===== src/vgsd_pkg.sv =====
// Shared types, mode codes and square-root digit step for the video gamma core.
`default_nettype none
package vgsd_pkg;

   localparam int CH_W   = 8;
   localparam int RND_W  = 15;
   localparam int DITH_W = 6;
   localparam int OP_W   = CH_W + DITH_W;
   localparam int ROOT_W = OP_W / 2;
   localparam int DIG_W  = 3;

   localparam logic [1:0] MODE_PASS   = 2'd0;
   localparam logic [1:0] MODE_DITHER = 2'd1;
   localparam logic [1:0] MODE_GAMMA  = 2'd2;
   localparam logic [1:0] MODE_BOTH   = 2'd3;

   localparam logic [CH_W-1:0] CH_MAX = 8'hFF;

   typedef struct packed {
      logic [CH_W-1:0]  red;
      logic [CH_W-1:0]  green;
      logic [CH_W-1:0]  blue;
      logic [RND_W-1:0] random_bits;
   } req_type;

   typedef struct packed {
      logic [CH_W-1:0] red_out;
      logic [CH_W-1:0] green_out;
      logic [CH_W-1:0] blue_out;
   } rsp_type;

   typedef struct packed {
      logic [OP_W-1:0]   rem;
      logic [ROOT_W-1:0] root;
   } root_lane_type;

   typedef struct packed {
      logic [1:0]          mode;
      logic [CH_W-1:0]     pix_r;
      logic [CH_W-1:0]     pix_g;
      logic [CH_W-1:0]     pix_b;
      root_lane_type [2:0] lane;
   } pipe_data_type;

   // One digit of the restoring square root: remainder holds v - root^2.
   function automatic root_lane_type root_digit(root_lane_type lane_in,
                                                logic [DIG_W-1:0] k);
      root_lane_type   lane_out;
      logic [OP_W:0]   trial;
      logic [OP_W:0]   rem_ext;
      lane_out = lane_in;
      trial    = ((OP_W+1)'(lane_in.root) << (k + 1'b1)) |
                 ((OP_W+1)'(1) << {k, 1'b0});
      rem_ext  = {1'b0, lane_in.rem};
      if (rem_ext >= trial) begin
         lane_out.rem  = OP_W'(rem_ext - trial);
         lane_out.root = lane_in.root | (ROOT_W'(1) << k);
      end
      return lane_out;
   endfunction

endpackage
`default_nettype wire


===== src/vgsd_root_stage.sv =====
// One pipeline stage of the three-lane square root, resolving one root digit.
`default_nettype none
module vgsd_root_stage (
   input  wire                          clock,
   input  wire                          reset,
   input  wire  [vgsd_pkg::DIG_W-1:0]   digit,
   input  wire                          valid_in,
   input  vgsd_pkg::pipe_data_type      data_in,
   output logic                         valid_out,
   output vgsd_pkg::pipe_data_type      data_out
);
   import vgsd_pkg::*;

   logic          valid_ff;
   pipe_data_type data_ff;
   pipe_data_type data_in_d;

   always_comb begin
      data_in_d = data_in;
      for (int i = 0; i < 3; i++) begin
         data_in_d.lane[i] = root_digit(data_in.lane[i], digit);
      end
   end

   always_ff @(posedge clock) begin
      if (reset) begin
         valid_ff <= 1'b0;
      end else begin
         valid_ff <= valid_in;
      end
   end

   always_ff @(posedge clock) begin
      data_ff <= data_in_d;
   end

   assign valid_out = valid_ff;
   assign data_out  = data_ff;

endmodule
`default_nettype wire


===== src/video_gamma_sqrt_dither_core.sv =====
// Top level of the video gamma / dither core: register file, entry stage, root pipe, output.
// Pipeline: an accepted item passes the entry register, seven square-root digit stages and the
// output register before the result strobe rises and the result is taken.
// Throughput: one item per cycle in every mode; busy stays low and the receiver cannot stall.
// Reset: synchronous, active high; clears both mode bits and all stage valid bits.
`default_nettype none
module video_gamma_sqrt_dither_core (
   input  wire                clock,
   input  wire                reset,
   input  wire                start,
   output logic               busy,
   input  vgsd_pkg::req_type  req_data,
   output logic               rsp_strobe,
   output vgsd_pkg::rsp_type  rsp_data,
   input  wire                psel,
   input  wire                penable,
   input  wire                pwrite,
   input  wire  [2:0]         paddr,
   input  wire  [31:0]        pwdata,
   output logic [31:0]        prdata,
   output logic               pready
);
   import vgsd_pkg::*;

   localparam int NSTAGE = ROOT_W + 1;

   logic gamma_on_ff;
   logic dither_on_ff;
   logic cfg_wr;

   assign pready = 1'b1;
   assign busy   = 1'b0;
   assign cfg_wr = psel & penable & pwrite;

   always_ff @(posedge clock) begin
      if (reset) begin
         gamma_on_ff  <= 1'b0;
         dither_on_ff <= 1'b0;
      end else if (cfg_wr) begin
         if (paddr[2]) begin
            dither_on_ff <= pwdata[0];
         end else begin
            gamma_on_ff <= pwdata[0];
         end
      end
   end

   assign prdata = {31'b0, (paddr[2] ? dither_on_ff : gamma_on_ff)};

   // entry stage: dither add and root operands
   pipe_data_type      entry_in;
   logic [1:0]         mode;
   logic [DITH_W-1:0]  d_r, d_g, d_b;
   logic [RND_W-1:0]   rnd;

   assign mode = {gamma_on_ff, dither_on_ff};
   assign rnd  = req_data.random_bits;

   always_comb begin
      entry_in       = '0;
      entry_in.mode  = mode;
      entry_in.pix_r = req_data.red;
      entry_in.pix_g = req_data.green;
      entry_in.pix_b = req_data.blue;
      d_r = '0;
      d_g = '0;
      d_b = '0;
      if (mode == MODE_DITHER) begin
         if (req_data.red != CH_MAX) begin
            entry_in.pix_r = req_data.red + CH_W'(rnd[0]);
         end
         if (req_data.green != CH_MAX) begin
            entry_in.pix_g = req_data.green + CH_W'(rnd[1]);
         end
         if (req_data.blue != CH_MAX) begin
            entry_in.pix_b = req_data.blue + CH_W'(rnd[2]);
         end
      end
      if (mode == MODE_BOTH) begin
         d_r = rnd[5:0];
         d_g = rnd[11:6];
         d_b = {rnd[14:12], rnd[2:0]};
      end
      entry_in.lane[0].rem  = {req_data.red, d_r};
      entry_in.lane[1].rem  = {req_data.green, d_g};
      entry_in.lane[2].rem  = {req_data.blue, d_b};
   end

   logic          stage_valid [0:NSTAGE-1];
   pipe_data_type stage_data  [0:NSTAGE-1];
   logic          entry_valid_ff;
   pipe_data_type entry_ff;

   always_ff @(posedge clock) begin
      if (reset) begin
         entry_valid_ff <= 1'b0;
      end else begin
         entry_valid_ff <= start & ~busy;
      end
   end

   always_ff @(posedge clock) begin
      entry_ff <= entry_in;
   end

   assign stage_valid[0] = entry_valid_ff;
   assign stage_data[0]  = entry_ff;

   for (genvar k = 0; k < ROOT_W; k++) begin : g_root
      vgsd_root_stage u_stage (
         .clock     (clock),
         .reset     (reset),
         .digit     (DIG_W'(ROOT_W - 1 - k)),
         .valid_in  (stage_valid[k]),
         .data_in   (stage_data[k]),
         .valid_out (stage_valid[k+1]),
         .data_out  (stage_data[k+1])
      );
   end

   // output select
   pipe_data_type last;
   logic          rsp_strobe_ff;
   rsp_type       rsp_ff;
   rsp_type       rsp_in;

   assign last = stage_data[NSTAGE-1];

   always_comb begin
      if (last.mode[1]) begin
         rsp_in.red_out   = {last.lane[0].root, 1'b0};
         rsp_in.green_out = {last.lane[1].root, 1'b0};
         rsp_in.blue_out  = {last.lane[2].root, 1'b0};
      end else begin
         rsp_in.red_out   = last.pix_r;
         rsp_in.green_out = last.pix_g;
         rsp_in.blue_out  = last.pix_b;
      end
   end

   always_ff @(posedge clock) begin
      if (reset) begin
         rsp_strobe_ff <= 1'b0;
      end else begin
         rsp_strobe_ff <= stage_valid[NSTAGE-1];
      end
   end

   always_ff @(posedge clock) begin
      rsp_ff <= rsp_in;
   end

   assign rsp_strobe = rsp_strobe_ff;
   assign rsp_data   = rsp_ff;

`ifndef SYNTHESIS
   a_accept_to_result: assert property (@(posedge clock) disable iff (reset)
      (start && !busy) |-> ##9 rsp_strobe)
      else $error("accepted item produced no result");

   a_result_has_source: assert property (@(posedge clock) disable iff (reset)
      rsp_strobe |-> $past(start && !busy, 9))
      else $error("result without accepted item");

   a_gamma_even: assert property (@(posedge clock) disable iff (reset)
      (stage_valid[NSTAGE-1] && last.mode[1]) |=>
         (!rsp_data.red_out[0] && !rsp_data.green_out[0] && !rsp_data.blue_out[0]))
      else $error("gamma output not even");
`endif

endmodule
`default_nettype wire


===== config.mk =====
export PLATFORM = sky130hd
export DESIGN_NAME = video_gamma_sqrt_dither_core
export DESIGN_NICKNAME = d
export VERILOG_FILES = /design/src/vgsd_pkg.sv /design/src/vgsd_root_stage.sv /design/src/video_gamma_sqrt_dither_core.sv
export SDC_FILE = /design/constraint.sdc
export NUM_CORES = 1
export LEC_CHECK = 0
export BUFFER_PORTS_ARGS = -buffer_cell sky130_fd_sc_hd__buf_2
export CORE_MARGIN = 2
export CORE_UTILIZATION = 30
export CTS_CLUSTER_DIAMETER = 50
export CTS_CLUSTER_SIZE = 25
export DETAILED_ROUTE_END_ITERATION = 16
export GPL_TIMING_DRIVEN = 0
export PLACE_DENSITY_LB_ADDON = 0.1
export SYNTH_ARGS = -nofsm -noshare
export SYNTH_HDL_FRONTEND = slang
export SYNTH_SLANG_ARGS = --single-unit
export TNS_END_PERCENT = 5

===== constraint.sdc =====
create_clock -name clock -period 2.1 [get_ports clock]
set_clock_uncertainty 0.05 [all_clocks]
set_input_delay 0.21 -clock clock [delete_from_list [all_inputs] [get_ports clock]]
set_output_delay 0.21 -clock clock [all_outputs]
set_load 0.05 [all_outputs]

==> reports/results.txt <==
Among all flip-flop cells after synthesis, the most frequent one is sky130_fd_sc_hd__dfxtp_1. sky130_fd_sc_hd__dfxtp_1 takes more of the synthesized area than any other cell. Number of nets with antenna violations after detailed routing: 0.

Setup repair after global routing could not meet its margin everywhere. The tools report the number of violations reported at the end of detailed-routing iteration 0 as 368. TritonCTS built the clock tree.

The logs give 0 for the max-cap check violation count and 2.52 ns for the data arrival time of the critical path. The H-tree generated during clock tree synthesis spans 2 levels. After detailed routing, the number of vias per cell comes to 4.05. Summing the sequential cell areas from Yosys gives 64.8% of the chip area.

The tools report the final count of negative-setup-slack endpoints as 0. The via count of the first global-routing pass came out at 10800. Worst flop-to-flop path startpoint: g_root[1].u_stage.data_out[5]$_SDFF_PN1_. The worst setup path is captured at a flip-flop. The kind of path behind the tightest hold check is primary input to flip-flop. The smallest clock period supported by the final layout is computed as 2.06 ns. The clock passes through at most 3 buffers. The worst hold path terminates at g_root[3].u_stage.valid_out$_SDFF_PP0_. For the power consumption, the log shows 32.3 mW. After filler insertion, the fill cell instance count of the layout stands at 5860.

The number of max-slew violations in the final report is 0. The I/O pin total is 139, and the final number of hold-violating endpoints is 0. Leakage power: 10.0 nW. The startpoint identified for the worst hold timing path is reset.

The via count is 10600. The y dimension of the die is 251 um. Global routing used 10.8% of the available tracks across all layers. After floorplanning, the core was divided into 90 placement rows. Measured against its own limit, the worst slew margin works out to 50.0%. The cell count after synthesis was 1557; the count of synthesis-stage warnings from yosys was 0. The post-layout instance count excluding filler cells came out at 2612. Summed over its instances, the top area cell type makes up 64.8% of the synthesized netlist area.

Of all nets on the critical path, the largest fanout is 9. In this run, synthesis inferred 0 flip-flops with an integrated enable. The share of layout cells above drive strength 1 was 18.8%; the peak supply drop was 0.766 mV. After clock tree synthesis, the clock-pin slew on the worst setup and hold paths is 0.08 ns. The tools report the startpoint type of the worst setup path as a flip-flop. Once the floorplan was initialized, standard cells occupied 30.3% of the core. The fraction of the cycle the final worst path needs works out to 97.9%. The run gives 63000 um2 as the area of the die.

The power per unit of standard cell area was 1400 nW/um2. By area the synthesized netlist is led by sky130_fd_sc_hd__dfxtp_1, sky130_fd_sc_hd__ha_1, sky130_fd_sc_hd__xnor2_1. Worst flop-to-flop path endpoint: g_root[2].u_stage.data_out[17]$_DFF_P_.

The synthesized netlist occupies a cell area of 18300 um2. The count of port buffers added during placement works out to 72. The worst hold path cell count came out at 3. The critical path is of the flip-flop to flip-flop type. Yosys mapped the design onto 55 distinct sky130hd cell types.

Dividing the detail-routed wire length by the instance count gives 13.1 um. The run gives 55400 um as the wire length of the first global-routing pass. For the worst setup path, the data required time is 2.56 ns. In the routed design, unresolved DRC markers number 0. The total overflow left after global routing is 0.

The tools report the buffer type at the clock tree root as sky130_fd_sc_hd__clkbuf_16. For the maximum number of pins on one net before global-route repair, the log shows 25. The logs give 60400 um2 for the area of the core region and 0.208 ns for the final-layout worst hold slack. The tools report the register-to-register setup slack as 0.04 ns.

At the pin with the least slew margin, the transition time is 0.745 ns. The run gives 3 as the initial antenna violation count. Including well taps, the total number of placed cells is 2442. Averaged over all synthesized cells, the footprint is 11.8 um2. Routability-driven placement finished with a final weighted congestion of 0.833.

Layout overhead on the synthesized area: 25.6%. The routed design has 34200 um of wire. Measured in cells, the most critical reg-to-reg path has a length of 8.

The die is 251 um wide. Timing would allow up to 486 MHz. The logs give 0.63 ns for the clock insertion delay at the later pin of the skew report and 1958 for the count of nets after finishing.

Before antenna repair, the detailed router went through 4 iterations. The post-synthesis register bit count came out at 593. The flow ran to the end, and the final reports show no timing, DRC or antenna violations.

The logs give 24800 um for the detailed placer's ending HPWL and 59 for the number of buffers added by the clock tree synthesis step. The async set or reset register ratio after synthesis was 0%; the number of clock sinks was 593.
==> critical path: stages, from the launching register on <==
cell,delay [ns]
sky130_fd_sc_hd__dfxtp_2,0.33
sky130_fd_sc_hd__inv_2,0.04
sky130_fd_sc_hd__ha_4,0.23
sky130_fd_sc_hd__nor2b_1,0.14
sky130_fd_sc_hd__o21ai_2,0.15
sky130_fd_sc_hd__or3b_4,0.41
sky130_fd_sc_hd__or3_4,0.44
sky130_fd_sc_hd__nor2_1,0.11
sky130_fd_sc_hd__a21oi_1,0.05
==> cell type report <==
type | instances | area (um2) | area share [%]
inverters | 105 | 394 | 1.71
clock inverters | 52 | 795 | 3.45
multi-input cells | 836 | 6170 | 26.8
flip-flops and latches | 593 | 11900 | 51.7
diodes | 1 | 2.50 | 0.0109
plain buffers | 53 | 375 | 1.63
clock buffers | 59 | 1480 | 6.42
repair buffers | 131 | 922 | 4.01
well taps | 782 | 978 | 4.25
==> worst max path at each step <==
stage / start / cells after the start / slack [ns] / to
2_1_floorplan: g_root[1].u_stage.data_out[5]$_SDFF_PN1_ / 9 / 0.02 / g_root[2].u_stage.data_out[17]$_DFF_P_
6_report: g_root[1].u_stage.data_out[5]$_SDFF_PN1_ / 8 / 0.04 / g_root[2].u_stage.data_out[17]$_DFF_P_
3_5_place_dp: g_root[4].u_stage.data_out[9]$_DFF_P_ / 8 / -0.37 / g_root[5].u_stage.data_out[61]$_DFF_P_
3_3_place_gp: g_root[4].u_stage.data_out[9]$_DFF_P_ / 8 / -0.35 / g_root[5].u_stage.data_out[61]$_DFF_P_
5_1_grt: g_root[1].u_stage.data_out[15]$_DFF_P_ / 8 / -0.04 / g_root[2].u_stage.data_out[17]$_DFF_P_
4_1_cts: g_root[1].u_stage.data_out[5]$_SDFF_PN1_ / 9 / -0.04 / g_root[2].u_stage.data_out[18]$_DFF_P_
==> through the flow <==
step	TNS, ns	instance area [um2]	util, %	setup slack [ns]
after floorplan	0	18400	-	0.0233
after global placement	-7.28	19800	32.8	-0.349
after detailed placement	-8.58	19800	32.8	-0.365
after CTS	-0.144	22600	37.5	-0.0388
after global routing	-0.154	23000	38.1	-0.0383
final	0	23000	38.1	0.0432
==> cell usage after synthesis, drive strengths merged, types with 2 or more instances <==
cell type / n
a2111oi: 3
a211o: 3
a211oi: 9
a21o: 8
a21oi: 64
a31o: 3
a31oi: 6
and2: 8
and3: 29
buf: 43
clkbuf: 11
conb: 2
dfxtp: 593
ha: 99
inv: 105
mux2: 27
mux2i: 12
nand2: 84
nand2b: 19
nand3: 20
nand4: 14
nand4b: 6
nor2: 86
nor2b: 29
nor3: 24
nor4: 21
nor4b: 7
o2111ai: 3
o211ai: 5
o21a: 23
o21ai: 55
o21bai: 2
o31ai: 6
o41ai: 2
or2: 4
or3: 5
or4: 11
xnor2: 49
xor2: 45
==> cell usage in the layout (no fill, tap or decap), types with 46 or more instances in the layout <==
master,count
sky130_fd_sc_hd__buf_2,73
sky130_fd_sc_hd__ha_1,81
sky130_fd_sc_hd__xnor2_1,49
sky130_fd_sc_hd__dfxtp_1,584
sky130_fd_sc_hd__a21oi_1,56
sky130_fd_sc_hd__clkbuf_16,59
sky130_fd_sc_hd__inv_1,103
sky130_fd_sc_hd__nor2_1,84
sky130_fd_sc_hd__buf_4,51
sky130_fd_sc_hd__o21ai_0,46
sky130_fd_sc_hd__nand2_1,84
sky130_fd_sc_hd__dlygate4sd3_1,46
==> logic make-up after synthesis <==
kind of cell | after synthesis | synth area share [%]
buffers and inverters | 159 | 4.06
AO/OA/AOI/OAI | 199 | 7.05
AND/OR/NAND/NOR | 372 | 10.4
multiplexers | 39 | 2.32
adder cells (fa/ha/maj) | 99 | 6.76
XOR/XNOR | 94 | 4.50
flip-flops | 593 | 64.8
other | 2 | 0.0410
==> timing repair <==
item / 4_1_cts / 5_1_grt
buffers inserted: 3 / 9
setup endpoints to repair: 77 / 83
gates cloned: 0 / 1
endpoints found under the hold margin: 70 / 0
pin swaps: 5 / 14
gates resized for setup: 32 / 70
hold buffers: 46 / 0
==> metal layers <==
layer | global-route usage, % | vias up | routed length, um
li1 | - | 5622 | -
met1 | 14.5 | 4711 | 16900
met2 | 16.7 | 181 | 14800
met3 | 2.38 | 66 | 1510
met4 | 4.88 | 0 | 1090
met5 | 0 | - | 0
==> flip-flops by register name, indices dropped and copies added, names as in the netlist <==
| signal | cells |
|---|---|
| entry_ff | 64 |
| g_root.u_stage.valid_out | 7 |
| rsp_strobe | 1 |
| gamma_on_ff | 1 |
| rsp_data | 24 |
| dither_on_ff | 1 |
| g_root.u_stage.data_out | 494 |
| entry_valid_ff | 1 |
==> power breakdown <==
part | total (mW) | internal, mW | switching, mW | leakage (nW)
Combinational | 6.58 | 3.18 | 3.40 | 3.95
Sequential | 14.0 | 13.0 | 1.03 | 4.95
Clock | 11.7 | 6.23 | 5.44 | 1.09
Power figures use the tool's default switching activity.
